<file path="src/srs_pkg.sv">
package srs_pkg;

  localparam int DEF_NUM_CHANNELS = 16;

  localparam int OP_W      = 2;
  localparam int CH_FIELD_W = 4;
  localparam int PULSE_W   = 12;
  localparam int DELAY_W   = 16;
  localparam int STEP_W    = 5;
  localparam int DIFF_W    = PULSE_W + 1;
  localparam int PROD_W    = PULSE_W + STEP_W;
  localparam int ADDR_W    = 4;
  localparam int DATA_W    = 32;

  localparam logic [PULSE_W-1:0] RST_PULSE_HOME   = PULSE_W'(150);
  localparam logic [PULSE_W-1:0] RST_PULSE_THROWN = PULSE_W'(475);
  localparam logic [DELAY_W-1:0] RST_STEP_DELAY   = DELAY_W'(40);
  localparam logic [STEP_W-1:0]  RST_STEP_COUNT   = STEP_W'(25);

  localparam logic [1:0] REG_PULSE_HOME   = 2'd0;
  localparam logic [1:0] REG_PULSE_THROWN = 2'd1;
  localparam logic [1:0] REG_STEP_DELAY   = 2'd2;
  localparam logic [1:0] REG_STEP_COUNT   = 2'd3;

  typedef enum logic [OP_W-1:0] {
    OP_TICK   = 2'd0,
    OP_TOGGLE = 2'd1,
    OP_MOVE   = 2'd2,
    OP_NONE   = 2'd3
  } op_t;

  typedef struct packed {
    logic [PULSE_W-1:0] pulse_home;
    logic [PULSE_W-1:0] pulse_thrown;
    logic [DELAY_W-1:0] step_delay;
    logic [STEP_W-1:0]  step_count;
  } cfg_t;

  typedef struct packed {
    logic toggle;
    logic move;
    logic ch_clear;
    logic ch_inc;
    logic scan;
    logic div_start;
    logic emit_step;
    logic emit_done;
    logic flush;
  } dp_cmd_t;

  typedef struct packed {
    logic moving;
    logic fire;
    logic ch_last;
    logic div_busy;
    logic out_free;
    logic hold_valid;
    logic ramp_end;
  } dp_stat_t;

endpackage

</file>
<file path="src/srs_in_if.sv">
interface srs_in_if;
  logic                            valid;
  logic                            ready;
  logic [srs_pkg::OP_W-1:0]        operation;
  logic [srs_pkg::CH_FIELD_W-1:0]  channel;
  logic                            target_thrown;

  modport source (output valid, output operation, output channel, output target_thrown,
                  input ready);
  modport sink (input valid, input operation, input channel, input target_thrown,
                output ready);
endinterface

</file>
<file path="src/srs_out_if.sv">
interface srs_out_if;
  logic                            valid;
  logic                            ready;
  logic [srs_pkg::CH_FIELD_W-1:0]  out_channel;
  logic [srs_pkg::PULSE_W-1:0]     pulse;
  logic                            move_done;
  logic                            last;

  modport source (output valid, output out_channel, output pulse, output move_done,
                  output last, input ready);
  modport sink (input valid, input out_channel, input pulse, input move_done,
                input last, output ready);
endinterface

</file>
<file path="src/srs_div.sv">
module srs_div #(
  parameter int DVD_W = 17,
  parameter int DVS_W = 5
) (
  input  logic             clk,
  input  logic             rst_n,
  input  logic             start,
  input  logic [DVD_W-1:0] dividend,
  input  logic [DVS_W-1:0] divisor,
  output logic             busy,
  output logic [DVD_W-1:0] quotient
);
  localparam int CNT_W = $clog2(DVD_W + 1);

  logic [DVD_W-1:0] dvd_r, dvd_nxt;
  logic [DVS_W-1:0] rem_r, rem_nxt;
  logic [DVS_W-1:0] dvs_r;
  logic [CNT_W-1:0] cnt_r;
  logic [DVS_W:0]   rem_s;
  logic             ge;

  assign busy     = (cnt_r != '0);
  assign quotient = dvd_r;

  always_comb begin
    rem_s   = {rem_r, dvd_r[DVD_W-1]};
    ge      = (rem_s >= {1'b0, dvs_r});
    rem_nxt = ge ? DVS_W'(rem_s - {1'b0, dvs_r}) : rem_s[DVS_W-1:0];
    dvd_nxt = {dvd_r[DVD_W-2:0], ge};
  end

  always_ff @(posedge clk) begin
    if (!rst_n) begin
      cnt_r <= '0;
    end else if (start) begin
      cnt_r <= CNT_W'(DVD_W);
    end else if (busy) begin
      cnt_r <= cnt_r - 1'b1;
    end
  end

  always_ff @(posedge clk) begin
    if (start) begin
      dvd_r <= dividend;
      rem_r <= '0;
      dvs_r <= divisor;
    end else if (busy) begin
      dvd_r <= dvd_nxt;
      rem_r <= rem_nxt;
    end
  end
endmodule

</file>
<file path="src/srs_dp.sv">
module srs_dp #(
  parameter int NUM_CHANNELS = srs_pkg::DEF_NUM_CHANNELS
) (
  input  logic                           clk,
  input  logic                           rst_n,
  input  srs_pkg::dp_cmd_t               cmd,
  output srs_pkg::dp_stat_t              stat,
  input  srs_pkg::cfg_t                  cfg,
  input  logic [srs_pkg::CH_FIELD_W-1:0] in_channel,
  input  logic                           in_target_thrown,
  srs_out_if.source                      out_chan
);
  import srs_pkg::*;

  localparam int CH_W = (NUM_CHANNELS > 1) ? $clog2(NUM_CHANNELS) : 1;

  logic               moving_r   [NUM_CHANNELS];
  logic               at_thrown_r[NUM_CHANNELS];
  logic [PULSE_W-1:0] start_r    [NUM_CHANNELS];
  logic [PULSE_W-1:0] target_r   [NUM_CHANNELS];
  logic [STEP_W-1:0]  step_r     [NUM_CHANNELS];
  logic [DELAY_W-1:0] tick_r     [NUM_CHANNELS];

  logic [CH_W-1:0]    cur_r;
  logic [PULSE_W-1:0] from_r, to_r;
  logic [STEP_W-1:0]  k_r;

  logic               hold_valid_r, hold_done_r;
  logic [CH_W-1:0]    hold_ch_r;
  logic [PULSE_W-1:0] hold_pulse_r;

  logic               out_valid_r, out_done_r, out_last_r;
  logic [CH_W-1:0]    out_ch_r;
  logic [PULSE_W-1:0] out_pulse_r;

  logic [CH_W-1:0]          cmd_idx;
  logic                     cmd_ok;
  logic [PULSE_W-1:0]       cur_end, new_target;
  logic                     new_at_thrown;
  logic [DELAY_W-1:0]       delay_eff, tick_inc;
  logic [STEP_W-1:0]        steps_eff, k_inc;
  logic                     fire;
  logic signed [DIFF_W-1:0] diff;
  logic [PULSE_W-1:0]       mag, q12, step_pulse;
  logic [PROD_W-1:0]        prod, quo;
  logic                     push, move_out, emit;

  assign cmd_idx   = in_channel[CH_W-1:0];
  assign cmd_ok    = (cmd.toggle || cmd.move) && (32'(in_channel) < 32'(NUM_CHANNELS)) &&
                     !moving_r[cmd_idx];
  assign cur_end   = at_thrown_r[cmd_idx] ? cfg.pulse_thrown : cfg.pulse_home;

  always_comb begin
    if (cmd.toggle) begin
      new_target    = at_thrown_r[cmd_idx] ? cfg.pulse_home : cfg.pulse_thrown;
      new_at_thrown = !at_thrown_r[cmd_idx];
    end else begin
      new_target    = in_target_thrown ? cfg.pulse_thrown : cfg.pulse_home;
      new_at_thrown = in_target_thrown;
    end
  end

  assign delay_eff = (cfg.step_delay == '0) ? DELAY_W'(1) : cfg.step_delay;
  assign steps_eff = (cfg.step_count == '0) ? STEP_W'(1) : cfg.step_count;
  assign tick_inc  = tick_r[cur_r] + 1'b1;
  assign fire      = (tick_inc >= delay_eff);
  assign k_inc     = k_r + 1'b1;

  assign diff = $signed({1'b0, to_r}) - $signed({1'b0, from_r});
  assign mag  = diff[DIFF_W-1] ? PULSE_W'(-diff) : diff[PULSE_W-1:0];
  assign prod = PROD_W'(mag) * PROD_W'(k_r);
  assign q12  = quo[PULSE_W-1:0];
  assign step_pulse = diff[DIFF_W-1] ? from_r - q12 : from_r + q12;

  srs_div #(
    .DVD_W(PROD_W),
    .DVS_W(STEP_W)
  ) u_div (
    .clk      (clk),
    .rst_n    (rst_n),
    .start    (cmd.div_start),
    .dividend (prod),
    .divisor  (steps_eff),
    .busy     (stat.div_busy),
    .quotient (quo)
  );

  assign stat.moving     = moving_r[cur_r];
  assign stat.fire       = fire;
  assign stat.ch_last    = (cur_r == CH_W'(NUM_CHANNELS - 1));
  assign stat.out_free   = !hold_valid_r || !out_valid_r || out_chan.ready;
  assign stat.hold_valid = hold_valid_r;
  assign stat.ramp_end   = (k_inc >= steps_eff) || (k_inc == '0);

  assign emit     = cmd.emit_step || cmd.emit_done;
  assign push     = emit || cmd.flush;
  assign move_out = push && hold_valid_r;

  always_ff @(posedge clk) begin
    if (!rst_n) begin
      for (int i = 0; i < NUM_CHANNELS; i++) begin
        moving_r[i]    <= 1'b0;
        at_thrown_r[i] <= 1'b0;
      end
    end else begin
      if (cmd_ok) begin
        moving_r[cmd_idx]    <= 1'b1;
        at_thrown_r[cmd_idx] <= new_at_thrown;
      end
      if (cmd.emit_done) begin
        moving_r[cur_r] <= 1'b0;
      end
    end
  end

  always_ff @(posedge clk) begin
    if (cmd_ok) begin
      start_r[cmd_idx]  <= cur_end;
      target_r[cmd_idx] <= new_target;
      step_r[cmd_idx]   <= '0;
      tick_r[cmd_idx]   <= '0;
    end
    if (cmd.scan) begin
      if (fire) begin
        tick_r[cur_r] <= '0;
        from_r        <= start_r[cur_r];
        to_r          <= target_r[cur_r];
        k_r           <= step_r[cur_r];
      end else begin
        tick_r[cur_r] <= tick_inc;
      end
    end
    if (cmd.emit_step) begin
      step_r[cur_r] <= k_inc;
    end
  end

  always_ff @(posedge clk) begin
    if (!rst_n) begin
      cur_r        <= '0;
      hold_valid_r <= 1'b0;
      out_valid_r  <= 1'b0;
    end else begin
      if (cmd.ch_clear) begin
        cur_r <= '0;
      end else if (cmd.ch_inc) begin
        cur_r <= cur_r + 1'b1;
      end
      if (emit) begin
        hold_valid_r <= 1'b1;
      end else if (cmd.flush) begin
        hold_valid_r <= 1'b0;
      end
      if (move_out) begin
        out_valid_r <= 1'b1;
      end else if (out_chan.ready) begin
        out_valid_r <= 1'b0;
      end
    end
  end

  always_ff @(posedge clk) begin
    if (emit) begin
      hold_ch_r    <= cur_r;
      hold_pulse_r <= cmd.emit_done ? to_r : step_pulse;
      hold_done_r  <= cmd.emit_done;
    end
    if (move_out) begin
      out_ch_r    <= hold_ch_r;
      out_pulse_r <= hold_pulse_r;
      out_done_r  <= hold_done_r;
      out_last_r  <= cmd.flush;
    end
  end

  assign out_chan.valid       = out_valid_r;
  assign out_chan.out_channel = CH_FIELD_W'(out_ch_r);
  assign out_chan.pulse       = out_pulse_r;
  assign out_chan.move_done   = out_done_r;
  assign out_chan.last        = out_last_r;
endmodule

</file>
<file path="src/srs_ctrl.sv">
module srs_ctrl (
  input  logic                     clk,
  input  logic                     rst_n,
  input  logic                     in_valid,
  input  logic [srs_pkg::OP_W-1:0] in_operation,
  output logic                     in_ready,
  output srs_pkg::dp_cmd_t         cmd,
  input  srs_pkg::dp_stat_t        stat
);
  import srs_pkg::*;

  typedef enum logic [6:0] {
    ST_IDLE  = 7'b0000001,
    ST_SCAN  = 7'b0000010,
    ST_MUL   = 7'b0000100,
    ST_DIV   = 7'b0001000,
    ST_EMIT  = 7'b0010000,
    ST_DONE  = 7'b0100000,
    ST_FLUSH = 7'b1000000
  } state_t;

  state_t state_r, state_nxt;
  op_t    op;

  assign op = op_t'(in_operation);

  always_comb begin
    state_nxt = state_r;
    cmd       = '0;
    in_ready  = 1'b0;
    unique case (state_r)
      ST_IDLE: begin
        in_ready = 1'b1;
        if (in_valid) begin
          unique case (op)
            OP_TICK: begin
              cmd.ch_clear = 1'b1;
              state_nxt    = ST_SCAN;
            end
            OP_TOGGLE: cmd.toggle = 1'b1;
            OP_MOVE:   cmd.move   = 1'b1;
            default: ;
          endcase
        end
      end
      ST_SCAN: begin
        cmd.scan = stat.moving;
        if (stat.moving && stat.fire) begin
          state_nxt = ST_MUL;
        end else begin
          cmd.ch_inc = !stat.ch_last;
          state_nxt  = stat.ch_last ? ST_FLUSH : ST_SCAN;
        end
      end
      ST_MUL: begin
        cmd.div_start = 1'b1;
        state_nxt     = ST_DIV;
      end
      ST_DIV: begin
        if (!stat.div_busy) begin
          state_nxt = ST_EMIT;
        end
      end
      ST_EMIT: begin
        if (stat.out_free) begin
          cmd.emit_step = 1'b1;
          if (stat.ramp_end) begin
            state_nxt = ST_DONE;
          end else begin
            cmd.ch_inc = !stat.ch_last;
            state_nxt  = stat.ch_last ? ST_FLUSH : ST_SCAN;
          end
        end
      end
      ST_DONE: begin
        if (stat.out_free) begin
          cmd.emit_done = 1'b1;
          cmd.ch_inc    = !stat.ch_last;
          state_nxt     = stat.ch_last ? ST_FLUSH : ST_SCAN;
        end
      end
      ST_FLUSH: begin
        if (!stat.hold_valid) begin
          state_nxt = ST_IDLE;
        end else if (stat.out_free) begin
          cmd.flush = 1'b1;
          state_nxt = ST_IDLE;
        end
      end
      default: state_nxt = ST_IDLE;
    endcase
  end

  always_ff @(posedge clk) begin
    if (!rst_n) begin
      state_r <= ST_IDLE;
    end else begin
      state_r <= state_nxt;
    end
  end
endmodule

</file>
<file path="src/servo_ramp_scheduler.sv">
// Channel   Direction  Handshake            Payload
// in_chan   sink       valid / ready        operation, channel, target_thrown
// out_chan  source     valid / ready        out_channel, pulse, move_done, last
// APB       slave      psel, penable, pready  paddr, pwdata, prdata
//
// A toggle or move command is taken in the idle state. A tick scans every channel in turn;
// a channel that takes a step passes through the multiply, divide and emit states, the
// divider giving one quotient bit per cycle, and finishing a ramp adds a done state.
// Reset is synchronous and active low; all channels come out of reset at home and at rest.
// A stalled result channel holds the walk at the next transaction to be passed on, while
// one result waits in the output register and one behind it.
module servo_ramp_scheduler #(
  parameter int NUM_CHANNELS = srs_pkg::DEF_NUM_CHANNELS
) (
  input  logic                       clk,
  input  logic                       rst_n,
  srs_in_if.sink                     in_chan,
  srs_out_if.source                  out_chan,
  input  logic                       psel,
  input  logic                       penable,
  input  logic                       pwrite,
  input  logic [srs_pkg::ADDR_W-1:0] paddr,
  input  logic [srs_pkg::DATA_W-1:0] pwdata,
  output logic [srs_pkg::DATA_W-1:0] prdata,
  output logic                       pready
);
  import srs_pkg::*;

  cfg_t     cfg_r;
  dp_cmd_t  cmd;
  dp_stat_t stat;
  logic     in_ready;
  logic     wr_en;

  assign pready = 1'b1;
  assign wr_en  = psel && penable && pwrite && pready;

  always_ff @(posedge clk) begin
    if (!rst_n) begin
      cfg_r.pulse_home   <= RST_PULSE_HOME;
      cfg_r.pulse_thrown <= RST_PULSE_THROWN;
      cfg_r.step_delay   <= RST_STEP_DELAY;
      cfg_r.step_count   <= RST_STEP_COUNT;
    end else if (wr_en) begin
      unique case (paddr[3:2])
        REG_PULSE_HOME:   cfg_r.pulse_home   <= pwdata[PULSE_W-1:0];
        REG_PULSE_THROWN: cfg_r.pulse_thrown <= pwdata[PULSE_W-1:0];
        REG_STEP_DELAY:   cfg_r.step_delay   <= pwdata[DELAY_W-1:0];
        REG_STEP_COUNT:   cfg_r.step_count   <= pwdata[STEP_W-1:0];
        default: ;
      endcase
    end
  end

  always_comb begin
    unique case (paddr[3:2])
      REG_PULSE_HOME:   prdata = DATA_W'(cfg_r.pulse_home);
      REG_PULSE_THROWN: prdata = DATA_W'(cfg_r.pulse_thrown);
      REG_STEP_DELAY:   prdata = DATA_W'(cfg_r.step_delay);
      REG_STEP_COUNT:   prdata = DATA_W'(cfg_r.step_count);
      default:          prdata = '0;
    endcase
  end

  assign in_chan.ready = in_ready;

  srs_ctrl u_ctrl (
    .clk          (clk),
    .rst_n        (rst_n),
    .in_valid     (in_chan.valid),
    .in_operation (in_chan.operation),
    .in_ready     (in_ready),
    .cmd          (cmd),
    .stat         (stat)
  );

  srs_dp #(
    .NUM_CHANNELS(NUM_CHANNELS)
  ) u_dp (
    .clk              (clk),
    .rst_n            (rst_n),
    .cmd              (cmd),
    .stat             (stat),
    .cfg              (cfg_r),
    .in_channel       (in_chan.channel),
    .in_target_thrown (in_chan.target_thrown),
    .out_chan         (out_chan)
  );
endmodule
</file>
<file path="src/flat_wrapper.sv">
// flat-port wrapper written by rule: the top's interface ports become plain ports
module servo_ramp_scheduler_flat import srs_pkg::*;
#(
  parameter int NUM_CHANNELS = srs_pkg::DEF_NUM_CHANNELS
)
  (clk, rst_n, psel, penable, pwrite, paddr, pwdata, prdata, pready, in_chan_valid, in_chan_operation, in_chan_channel, in_chan_target_thrown, in_chan_ready, out_chan_valid, out_chan_out_channel, out_chan_pulse, out_chan_move_done, out_chan_last, out_chan_ready);
  srs_in_if in_chan_i ();
  srs_out_if out_chan_i ();
  input  logic clk;
  input  logic rst_n;
  input  logic psel;
  input  logic penable;
  input  logic pwrite;
  input  logic [srs_pkg::ADDR_W-1:0] paddr;
  input  logic [srs_pkg::DATA_W-1:0] pwdata;
  output logic [srs_pkg::DATA_W-1:0] prdata;
  output logic pready;
  input wire logic [$bits(in_chan_i.valid)-1:0] in_chan_valid;
  input wire logic [$bits(in_chan_i.operation)-1:0] in_chan_operation;
  input wire logic [$bits(in_chan_i.channel)-1:0] in_chan_channel;
  input wire logic [$bits(in_chan_i.target_thrown)-1:0] in_chan_target_thrown;
  output wire logic [$bits(in_chan_i.ready)-1:0] in_chan_ready;
  output wire logic [$bits(out_chan_i.valid)-1:0] out_chan_valid;
  output wire logic [$bits(out_chan_i.out_channel)-1:0] out_chan_out_channel;
  output wire logic [$bits(out_chan_i.pulse)-1:0] out_chan_pulse;
  output wire logic [$bits(out_chan_i.move_done)-1:0] out_chan_move_done;
  output wire logic [$bits(out_chan_i.last)-1:0] out_chan_last;
  input wire logic [$bits(out_chan_i.ready)-1:0] out_chan_ready;
  assign in_chan_i.valid = in_chan_valid;
  assign in_chan_i.operation = in_chan_operation;
  assign in_chan_i.channel = in_chan_channel;
  assign in_chan_i.target_thrown = in_chan_target_thrown;
  assign in_chan_ready = in_chan_i.ready;
  assign out_chan_valid = out_chan_i.valid;
  assign out_chan_out_channel = out_chan_i.out_channel;
  assign out_chan_pulse = out_chan_i.pulse;
  assign out_chan_move_done = out_chan_i.move_done;
  assign out_chan_last = out_chan_i.last;
  assign out_chan_i.ready = out_chan_ready;
  servo_ramp_scheduler #(.NUM_CHANNELS(NUM_CHANNELS)) u_core (.clk(clk), .rst_n(rst_n), .in_chan(in_chan_i), .out_chan(out_chan_i), .psel(psel), .penable(penable), .pwrite(pwrite), .paddr(paddr), .pwdata(pwdata), .prdata(prdata), .pready(pready));
endmodule
</file>
<file path="config.mk">
export PLATFORM = sky130hd
export DESIGN_NAME = servo_ramp_scheduler_flat
export DESIGN_NICKNAME = d
export VERILOG_FILES = /design/src/srs_pkg.sv /design/src/srs_in_if.sv /design/src/srs_out_if.sv /design/src/srs_div.sv /design/src/srs_dp.sv /design/src/srs_ctrl.sv /design/src/servo_ramp_scheduler.sv /design/src/flat_wrapper.sv
export SDC_FILE = /design/constraint.sdc
export NUM_CORES = 1
export LEC_CHECK = 0
export ABC_AREA = 0
export ABC_CLOCK_PERIOD_IN_PS = 10470
export BUFFER_PORTS_ARGS = -buffer_cell sky130_fd_sc_hd__clkbuf_2
export CORE_UTILIZATION = 60
export CTS_CLUSTER_SIZE = 10
export DETAILED_ROUTE_END_ITERATION = 8
export GPL_TIMING_DRIVEN = 0
export PLACE_DENSITY = 0.77
export SLEW_MARGIN = 10
export SYNTH_ARGS = -nofsm -noshare
export SYNTH_HDL_FRONTEND = slang
export SYNTH_SLANG_ARGS = --single-unit
</file>
<file path="constraint.sdc">
create_clock -name clk -period 10.47 [get_ports clk]
set_input_delay 0.5235 -clock clk [delete_from_list [all_inputs] [get_ports clk]]
set_output_delay 0.5235 -clock clk [all_outputs]
set_load 0.02 [all_outputs]
</file>
# Word-level counts from Yosys, hierarchy flattened
# Memory sizes are Yosys's and may differ from the RTL's. A register that Yosys moved wholly into a read port is not among the register bits.
# Cells that the tools add are included.
[word_totals]
output_inout_bits = 53
register_bits = 125
in_bits = 50
ram_bits = 752
word_cells = 183
n_memories = 6
[mem_list]
columns = ["name", "depth", "word_bits", "rd", "rd_ports_with_merged_regs", "wr", "line", "source"]
rows = [
  ["u_core.u_dp.tick_r", 16, 16, 1, 1, 1, "srs_dp.sv:22", "logic [DELAY_W-1:0] tick_r [NUM_CHANNELS];"],
  ["u_core.u_dp.start_r", 16, 12, 1, 1, 1, "srs_dp.sv:19", "logic [PULSE_W-1:0] start_r [NUM_CHANNELS];"],
  ["u_core.u_dp.target_r", 16, 12, 1, 1, 1, "srs_dp.sv:20", "logic [PULSE_W-1:0] target_r [NUM_CHANNELS];"],
  ["u_core.u_dp.step_r", 16, 5, 1, 1, 1, "srs_dp.sv:21", "logic [STEP_W-1:0] step_r [NUM_CHANNELS];"],
  ["u_core.u_dp.at_thrown_r", 16, 1, 1, 0, 16, "srs_dp.sv:18", "logic at_thrown_r[NUM_CHANNELS];"],
  ["u_core.u_dp.moving_r", 16, 1, 2, 1, 16, "srs_dp.sv:17", "logic moving_r [NUM_CHANNELS];"],
]
[op_classes]
n_reduce_logical = 38
multipliers = 1
addsub = 9
magnitude_cmp = 3
bitwise_logic = 2
n_eq_ne = 19
mux = 85
[ops]
columns = ["operator", "n"]
rows = [
  ["case mux 32 bit (4 select lines)", 1],
  ["2-to-1 mux 12 bit", 7],
  ["2-to-1 mux 7 bit", 10],
  ["case mux 7 bit (7 select lines)", 1],
  ["2-to-1 mux 16 bit", 3],
  ["2-to-1 mux 1 bit", 44],
  ["2-to-1 mux 4 bit", 9],
  ["2-to-1 mux 17 bit", 2],
  ["2-to-1 mux 5 bit", 5],
  ["multiplier 12 x 5 -> 17 bit", 1],
  ["adder 16 x 1 -> 16 bit, second input constant", 1],
  ["greater-or-equal comparator 16 bit", 1],
  ["zero test 16 bit", 1],
  ["OR reduction 16 bit", 1],
  ["subtractor 12 x 12 -> 13 bit", 1],
  ["adder 12 bit", 1],
  ["negator 12 bit", 1],
  ["subtractor 12 bit", 1],
  ["zero test 5 bit", 2],
  ["AND reduction 2 bit", 5],
  ["== test 7 x 1 -> 1 bit, second input constant", 1],
  ["== test 7 x 2 -> 1 bit, second input constant", 1],
  ["== test 7 x 3 -> 1 bit, second input constant", 1],
  ["== test 7 x 4 -> 1 bit, second input constant", 1],
  ["other kinds (29)", 55],
]

# Depth between registers and ports, before layout
# Gate-level depths: netlist of the first run.
[logic_depth]
ltp_word = 12
ltp_mapped = 27

# Cells and area by module
# From an unflattened synthesis of the first run, not the netlist that was laid out.
[unflattened]
cells_unflattened = 2901
hier_area_um2 = 42408.2
[by_module_without_submodules]
columns = ["module", "instances", "cells_each", "area_per_inst_um2"]
rows = [
  ["srs_dp", 1, 2469, 38025.2],
  ["servo_ramp_scheduler", 1, 235, 2257.2],
  ["srs_div", 1, 120, 1544.0],
  ["srs_ctrl", 1, 77, 581.8],
]

# Least setup slack after synthesis of the first run
# No wires, ideal clock.
[synth_timing]
path_kind = "flip-flop to flip-flop"
startpoint = "reg u_core.u_dp.to_r[0] (read register of u_core.u_dp.target_r)"
endpoint = "reg u_core.u_dp.u_div.dvd_r[15], in the netlist u_core.u_dp.u_div.quotient[15] (data pin)"
required_time_ns = 10.210
stages_incl_launch_ff = 26
arrival_ns = 6.628
period_less_slack_ns = 6.888
setup_ns = 0.260
n_path_buf = 0
path_slack_ns = 3.582
cell_sequence = "edfxtp_1 > inv_1 > ha_1 > inv_1 > fa_1 > a211oi_1 > o21ai_0 > a31oi_1 > o211ai_1 > o22ai_1 > nand2_1 > xor2_1 > nor2_1 > fa_1 > fa_1 > inv_1 > fa_1 > inv_1 > ha_1 > o21a_1 > a2111oi_0 > nor3_1 > or4b_1 > a31o_2 > xor2_1 > mux2_2"
[synth_between]
elab_chain_cells = 5
[synth_lines]
columns = ["element", "line", "source"]
rows = [
  ["start: declaration", "srs_dp.sv:25", "logic [PULSE_W-1:0] from_r, to_r;"],
  ["subtractor 12 x 12 -> 13 bit (*)", "srs_dp.sv:69", "assign diff = $signed({1'b0, to_r}) - $signed({1'b0, from_r});"],
  ["negator 12 bit", "srs_dp.sv:70", "assign mag = diff[DIFF_W-1] ? PULSE_W'(-diff) : diff[PULSE_W-1:0];"],
  ["2-to-1 mux 12 bit (*)", "srs_dp.sv:70", ""],
  ["multiplier 12 x 5 -> 17 bit (*)", "srs_dp.sv:71", "assign prod = PROD_W'(mag) * PROD_W'(k_r);"],
  ["2-to-1 mux 17 bit (*)", "srs_div.sv:43", "if (start) begin"],
  ["end signal: assignment", "srs_div.sv:44", "dvd_r <= dividend;"],
  ["end signal: assignment", "srs_div.sv:48", "dvd_r <= dvd_nxt;"],
  ["end: declaration", "srs_div.sv:15", "logic [DVD_W-1:0] dvd_r, dvd_nxt;"],
]
# Every way passes the cells marked *; elsewhere a longest branch is shown, timed or not.
# A chain may end at the register's enable or synchronous reset.

# Final worst setup path of the first run
# Same ends and word-level chain as after synthesis.

==> flow_metrics.tcl, run 1 <==
set metrics [dict create \
    synth_edf_count 806 \
    cts_setup_buffers 0 \
    coreArea_sq_um 66220 \
    ys_types 96 \
    fin_area_sq_um 45740 \
    status "finished clean" \
    cts_made_buffers 102 \
    final_layout_size_suffix_gt1_share_pct 20.48 \
    drt_iter0_drc 3048 \
    gp_congestion 0.9282 \
    reg2reg_to "u_core.u_dp.u_div.quotient[15]$_DFFE_PP_" \
    die_h_microns 261.5 \
    hold_path_end "u_core.cfg_r[17]$_SDFFE_PN0P_" \
    ys_warn_count 0 \
    die-area_sq_um 68400 \
    rsz0062_at_grt "false" \
    async_reset_ff_share_pct 0 \
    vdd_drop_max_mv 0.1482 \
    worstPathMaxFanout 8 \
    cts_tree "done" \
    utilization_pct 69.07 \
    max-slew-margin-rel_pct 16.67 \
    post-route-period-util_pct 75.22 \
    hp-class "in -> reg" \
    finalPower_mw 8.318 \
    crit_required_ns 10.88 \
    viasPerCell 6.611 \
    dpl.hpwl_microns 72120 \
    synth-main-ff-cell "edfxtp_1" \
    port_buffers 63 \
    holdPathStages 3 \
    reg2reg_depth 25 \
    initial_core_util_pct 61.04 \
    grt_pass1_wl_microns 155700 \
    dr.pass1.iters 6 \
    fmax_mhz 127.0 \
    cts.sink_count 910 \
    drtAntennaViolNets 0 \
    finalSetupTns_ns 0 \
    die_x_microns 261.5 \
    hold_path_startpoint "pwdata[12]" \
    clock-root-buffer "clkbuf_16" \
    combPwrFrac_pct 11.3 \
    fin_skew_ns 0.02039 \
    tightest_slew_ns 1.250 \
    cts_resized 0 \
    cts_max_level 3 \
    drc 0 \
    cts_buffer_depth 3 \
    period_needed_ns 7.875 \
    drt_wl_total_microns 106800 \
    maxCapViolations 0 \
    finalNetCount 2936 \
    grt_usage_pct 31.75 \
    clkLatencyLatePin_ns 0.66 \
    synth_cells 2553 \
    slew_viol_final 0 \
    holdBufCountCts 0 \
    critPathArrivalTime_ns 8.28 \
    r2r_setup_slack_ns 2.59 \
    p_switching_mw 2.016 \
    io_pins 103 \
    seqPwrFrac_pct 49.9 \
    grt_max_degree 31 \
    grt_pass1_vias 24400 \
    antenna_found_initial 5 \
    placed_area_sq_um 42780 \
    switching_share_pct 24.23 \
    avgSynthCellArea_sq_um 15.83 \
    setup_viol 0 \
    seq_area_frac_synth_pct 65.04 \
    p_leak_nw 15.98 \
    p_per_area_nw_per_um2 181.9 \
    crit_type "reg -> reg" \
    p_int_mw 6.303 \
    worstReg2RegStart "u_core.u_dp.to_r[0]$_DFFE_PP_" \
    drt-wirelength-per-cell_microns 28.85 \
    clkPwrFrac_pct 38.8 \
    rows 94 \
    finalHoldViolations 0 \
    path_clk_slew_ns 0.06 \
    synth-seq-cells 910 \
    area_delta_synth_final_pct 13.16 \
    critPathLaunchType "flop" \
    syn_area_sq_um 40420 \
    cp-end-kind "flop" \
    num_vias 24470 \
    gr-total-overflow 0 \
]
## flip-flops by register name, indices dropped and copies added, names as in the netlist, 5 cells and up, named ones only
signal                      count
u_core.u_dp.tick_r            256
u_core.u_dp.start_r           192
u_core.u_dp.target_r          192
u_core.u_dp.step_r             80
u_core.cfg_r                   45
u_core.u_dp.u_div.quotient     17
u_core.u_dp.at_thrown_r        16
u_core.u_dp.moving_r           16
u_core.u_dp.from_r             12
u_core.u_dp.hold_pulse_r       12
u_core.u_dp.out_chan.pulse     12
u_core.u_dp.to_r               12
u_core.u_ctrl.state_r           7
u_core.u_dp.k_r                 5
u_core.u_dp.u_div.cnt_r         5
u_core.u_dp.u_div.dvs_r         5
u_core.u_dp.u_div.rem_r         5
## synth_stat cells (34+ instances only)
library cell / count / share of area, %
a21oi_1: 90 / 1.1
and2_1: 46 / 0.71
clkbuf_1: 69 / 0.64
dfxtp_1: 104 / 5.2
edfxtp_1: 806 / 60
ha_1: 82 / 2.5
inv_1: 112 / 1.0
mux2i_1: 37 / 0.92
mux4_2: 227 / 13
nand2_1: 194 / 1.8
nand3_1: 49 / 0.61
nor2_1: 171 / 1.6
o21ai_0: 68 / 0.84
xnor2_1: 37 / 0.80
xor2_1: 34 / 0.74
## layout make-up
class | count | area (sq um)
inverter | 113 | 429.2
buffer | 134 | 676.9
clock inverter | 7 | 103.9
multi-input combinational | 1411 | 13240
sequential | 910 | 26290
timing repair buffer | 99 | 1069
antenna | 1 | 2.502
fill | 4116 | 20480
tap | 864 | 1081
clock buffer | 163 | 2845
## how the worst max path moves through the flow
stage	startpoint	endpoint	slack, ns	cells after the start
6_report	u_core.u_dp.to_r[0]$_DFFE_PP_	u_core.u_dp.u_div.quotient[15]$_DFFE_PP_	2.59	25
5_1_grt	u_core.u_dp.to_r[0]$_DFFE_PP_	u_core.u_dp.u_div.quotient[15]$_DFFE_PP_	2.03	25
4_1_cts	u_core.u_dp.to_r[0]$_DFFE_PP_	u_core.u_dp.u_div.quotient[15]$_DFFE_PP_	2.63	25
3_5_place_dp	u_core.u_dp.to_r[0]$_DFFE_PP_	u_core.u_dp.u_div.quotient[15]$_DFFE_PP_	2.68	25
3_3_place_gp	u_core.u_dp.to_r[0]$_DFFE_PP_	u_core.u_dp.u_div.quotient[15]$_DFFE_PP_	2.70	25
2_1_floorplan	u_core.u_dp.to_r[0]$_DFFE_PP_	u_core.u_dp.u_div.quotient[15]$_DFFE_PP_	3.58	25
## cells in the final DEF (no fill, tap or decap), types with 49 or more instances in the layout
master     netlist  routed
nor2_1         171     142
clkbuf_16        0     105
nand2_1        194     194
mux4_2         227     227
edfxtp_1       806     806
clkbuf_1        69     126
clkbuf_2         0      65
inv_1          112     112
a21oi_1         90      90
o21ai_0         68      68
ha_1            82      82
dfxtp_1        104     104
nand3_1         49      49
## per-layer routing
| layer | vias up | global-route usage, % | wire length [microns] |
|---|---|---|---|
| met2 | 1627 | 52.29 | 52230 |
| li1 | 10220 | - | - |
| met3 | 301 | 6.920 | 11240 |
| met5 | - | 0 | 67 |
| met1 | 12320 | 41.75 | 39410 |
| met4 | 6 | 11.93 | 3837 |
## critical path: stages (launching register included)
cell and delay (ns):
edfxtp_1 0.39, inv_1 0.07, ha_1 0.16, inv_1 0.06
fa_1 0.43, a211oi_1 0.30, o21ai_0 0.15, a31oi_1 0.37
o211ai_1 0.24, o22ai_1 0.57, o21ai_0 0.23, xor2_1 0.46
nor2_1 0.13, fa_1 0.51, fa_1 0.50, inv_1 0.06
fa_1 0.54, inv_1 0.05, ha_1 0.32, o21a_1 0.13
a2111oi_0 0.57, nor3_1 0.20, or4b_1 0.54, a31o_2 0.25
xor2_1 0.13, mux2_2 0.26
## metrics by stage
stage	hold slack (ns)	worst slack, ns	std cells
floorplan	0.4003	3.582	2568
global placement	0.4025	2.699	3495
detailed placement	0.4045	2.684	3531
CTS	0.06889	2.634	3701
global route	0.09406	2.028	3701
finish	0.08546	2.595	3702
## power groups by stage
| stage | logic, mW | registers [mW] | clock network [mW] |
|---|---|---|---|
| final | 0.943 | 4.15 | 3.23 |
| after detailed placement | 0.922 | 4.22 | 0 |
| after global routing | 1.02 | 4.15 | 3.38 |
| after floorplan | 0.672 | 4.18 | 0 |
| after global placement | 0.876 | 4.21 | 0 |
| after CTS | 0.936 | 4.14 | 3.24 |
## kinds of logic after synthesis
family | Yosys count | share of synthesized area, %
mux | 293 | 14.41
xor+xnor | 71 | 1.539
flops | 910 | 65.04
other cells | 2 | 0.01858
compound gates | 302 | 4.730
buf+inv | 247 | 2.730
fa+ha+maj | 115 | 4.173
simple gates | 613 | 7.362
(Power assumes the default switching activity.)
==> run 2: changes to the inputs <==
- ABC_CLOCK_PERIOD_IN_PS: 10470 -> 6680
- CORE_UTILIZATION: 60 -> 57
- clock period: 10.47 -> 6.68 ns (I/O delays scaled with it)
==> run 2 against run 1 <==
The flow now finishes with violations (setup timing). Sequential power rose by 57%. Final area up 1.5%. Final cell count rose by 3.0%. Die area grew 5.2%. Via count grew 0.61%. Non-clock buffer count rose by 45. Fmax up 17%. Clock skew up 0.022 ns. Critical endpoint unchanged. Register-to-register slack got worse by 2.6 ns. Clock power increased by 55%.
==> flow_metrics.tcl, run 2 (synthesized netlist as in run 1, its figures left out) <==
set metrics [dict create \
    status "finished with violations" \
    violations "setup timing" \
    viasPerCell 6.456 \
    die_x_microns 268.3 \
    die-area_sq_um 71970 \
    crit_type "reg -> reg" \
    cts_tree "done" \
    cp-end-kind "flop" \
    dpl.hpwl_microns 70530 \
    setup_slack_ns -0.03637 \
    top_register "u_core.u_dp.tick_r" \
    clock-root-buffer "clkbuf_16" \
    initial_core_util_pct 57.61 \
    dr.pass1.iters 8 \
    final_cell_mix "edfxtp_1 (806), mux4_2 (227), nand2_1 (193)" \
    crit_required_ns 7.11 \
    hp-class "in -> reg" \
    cts_max_level 3 \
    io_pins 103 \
    post-route-period-util_pct 100.5 \
    finalNetCount 2981 \
    fillers 4662 \
    cts.sink_count 910 \
    antenna_found_initial 8 \
    period_needed_ns 6.716 \
    p_per_area_nw_per_um2 280.0 \
    gr-total-overflow 0 \
    final_layout_size_suffix_gt1_share_pct 22.63 \
    drt_iter0_drc 2797 \
    utilization_pct 66.15 \
    num_vias 24620 \
    drt_wl_total_microns 107300 \
    grt_pass1_wl_microns 156900 \
    final_common_cell "edfxtp_1" \
    cts_made_buffers 102 \
    drtAntennaViolNets 0 \
    drc 0 \
    tightest_slew_ns 1.245 \
    grt_max_degree 29 \
    coreArea_sq_um 70150 \
    max-slew-margin-rel_pct 16.99 \
    setup_viol 1 \
    rsz0062_at_grt "true" \
    critPathArrivalTime_ns 7.14 \
    finalHoldViolations 0 \
    cts_buffer_depth 3 \
    vdd_drop_max_mv 0.2371 \
    area_delta_synth_final_pct 14.81 \
    rows 97 \
    drt-wirelength-per-cell_microns 28.14 \
    port_buffers 63 \
    grt_pass1_vias 24790 \
    slew_viol_final 0 \
    worstPathMaxFanout 5 \
    finalSetupTns_ns -0.03637 \
    path_clk_slew_ns 0.06 \
    largest_reg_flops 256 \
    p_leak_nw 16.20 \
    fin_skew_ns 0.04246 \
    maxCapViolations 0 \
    fmax_mhz 148.9 \
    critPathLaunchType "flop" \
    gp_congestion 0.9030 \
    die_h_microns 268.3 \
    top_regs "u_core.u_dp.tick_r x256, u_core.u_dp.start_r x192, u_core.u_dp.target_r x192" \
    clkLatencyLatePin_ns 0.68 \
    grt_usage_pct 30.35 \
]
==> run 2: cell count changes in the layout (fill, tap and decap cells not counted), moves of 4 or more <==
cell	before	now
inv_2	0	4
inv_1	112	108
dlygate4sd3_1	0	16
buf_4	23	53
ha_1	82	76
ha_4	0	5
clkbuf_1	126	114
xnor2_2	0	4
nor2_1	142	137
nor2_4	12	16
xnor2_1	37	33
==> run 2: through the flow <==
stage | cells | hold slack [ns] | total power [mW] | instance area (sq um) | setup WS, ns
4_1_cts | 3807 | 0.05016 | 13.00 | 46330 | 0.0004254
6_report | 3814 | 0.07599 | 12.99 | 46400 | -0.03637
3_3_place_gp | 3571 | 0.4045 | 7.959 | 41970 | -0.9185
5_1_grt | 3813 | 0.1011 | 13.35 | 46400 | -0.2661
3_5_place_dp | 3605 | 0.4056 | 8.052 | 42850 | -1.147
2_1_floorplan | 2568 | 0.4003 | 7.613 | 40480 | 0.004291
==> run 2: area by class of cell <==
cell class              count  area [sq um]  share of cell area, %
inverters                 113         429.2                 0.9249
clock inverters            11         148.9                 0.3209
clock buffers             149          2749                  5.924
well taps                 940          1176                  2.535
repair buffers            144          1408                  3.034
plain buffers             134         675.6                  1.456
flip-flops and latches    910         26290                  56.65
multi-input cells        1411         13520                  29.15
diodes                      2         5.005                0.01079
==> run 2: timing repair <==
item,4_1_cts,5_1_grt
cloned,0,0
pin swaps,27,11
hold buffers,16,0
gates resized for setup,44,5
setup buffers,26,5
hold endpoints to repair,45,0
endpoints found under the setup margin,7,5
==> run 2: power breakdown <==
part	internal [mW]	switching, mW	total, mW
Clock	2.83	2.18	5.01
Sequential	6.38	0.130	6.51
Combinational	0.610	0.869	1.48
Total	9.82	3.18	13.0
==> run 2: critical path, stage by stage (launching register included) <==
cell	delay (ns)
edfxtp_1	0.49
inv_2	0.11
ha_4	0.15
inv_2	0.04
fa_2	0.36
a211oi_4	0.27
o21ai_2	0.10
a31oi_2	0.23
o211ai_1	0.18
buf_4	0.18
o22a_1	0.20
nor2_2	0.16
xnor2_2	0.17
and2_4	0.19
fa_1	0.43
fa_1	0.52
inv_1	0.05
fa_1	0.50
inv_2	0.05
ha_4	0.25
o21a_4	0.23
a2111oi_4	0.41
nor3_2	0.09
or4b_1	0.48
a31o_2	0.22
xor2_1	0.14
mux2_2	0.26
==> run 2: path summary, 6_finish.rpt <==
| check | startpoint | to | slack [ns] | cells after the start |
|---|---|---|---|---|
| setup / recovery | u_core.u_dp.to_r[0]$_DFFE_PP_ | u_core.u_dp.u_div.quotient[15]$_DFFE_PP_ | -0.04 | 26 |
| hold reg to reg | u_core.u_dp.hold_pulse_r[6]$_DFFE_PP_ | u_core.u_dp.out_chan.pulse[6]$_DFFE_PP_ | 0.42 | 0 |
| setup reg to reg | u_core.u_dp.to_r[0]$_DFFE_PP_ | u_core.u_dp.u_div.quotient[15]$_DFFE_PP_ | -0.04 | 26 |
| hold / removal | penable | u_core.cfg_r[44]$_SDFFE_PN0P_ | 0.08 | 5 |
==> run 2: metal layers <==
metal	track usage [%]	wire length, microns	vias up	part of all wire [%]
met3	5.434	10000	332	9.3
met1	38.11	38170	12390	36
met5	0	34	-	0.032
met2	50.10	52800	1596	49
li1	-	-	10300	-
met4	17.13	6328	6	5.9
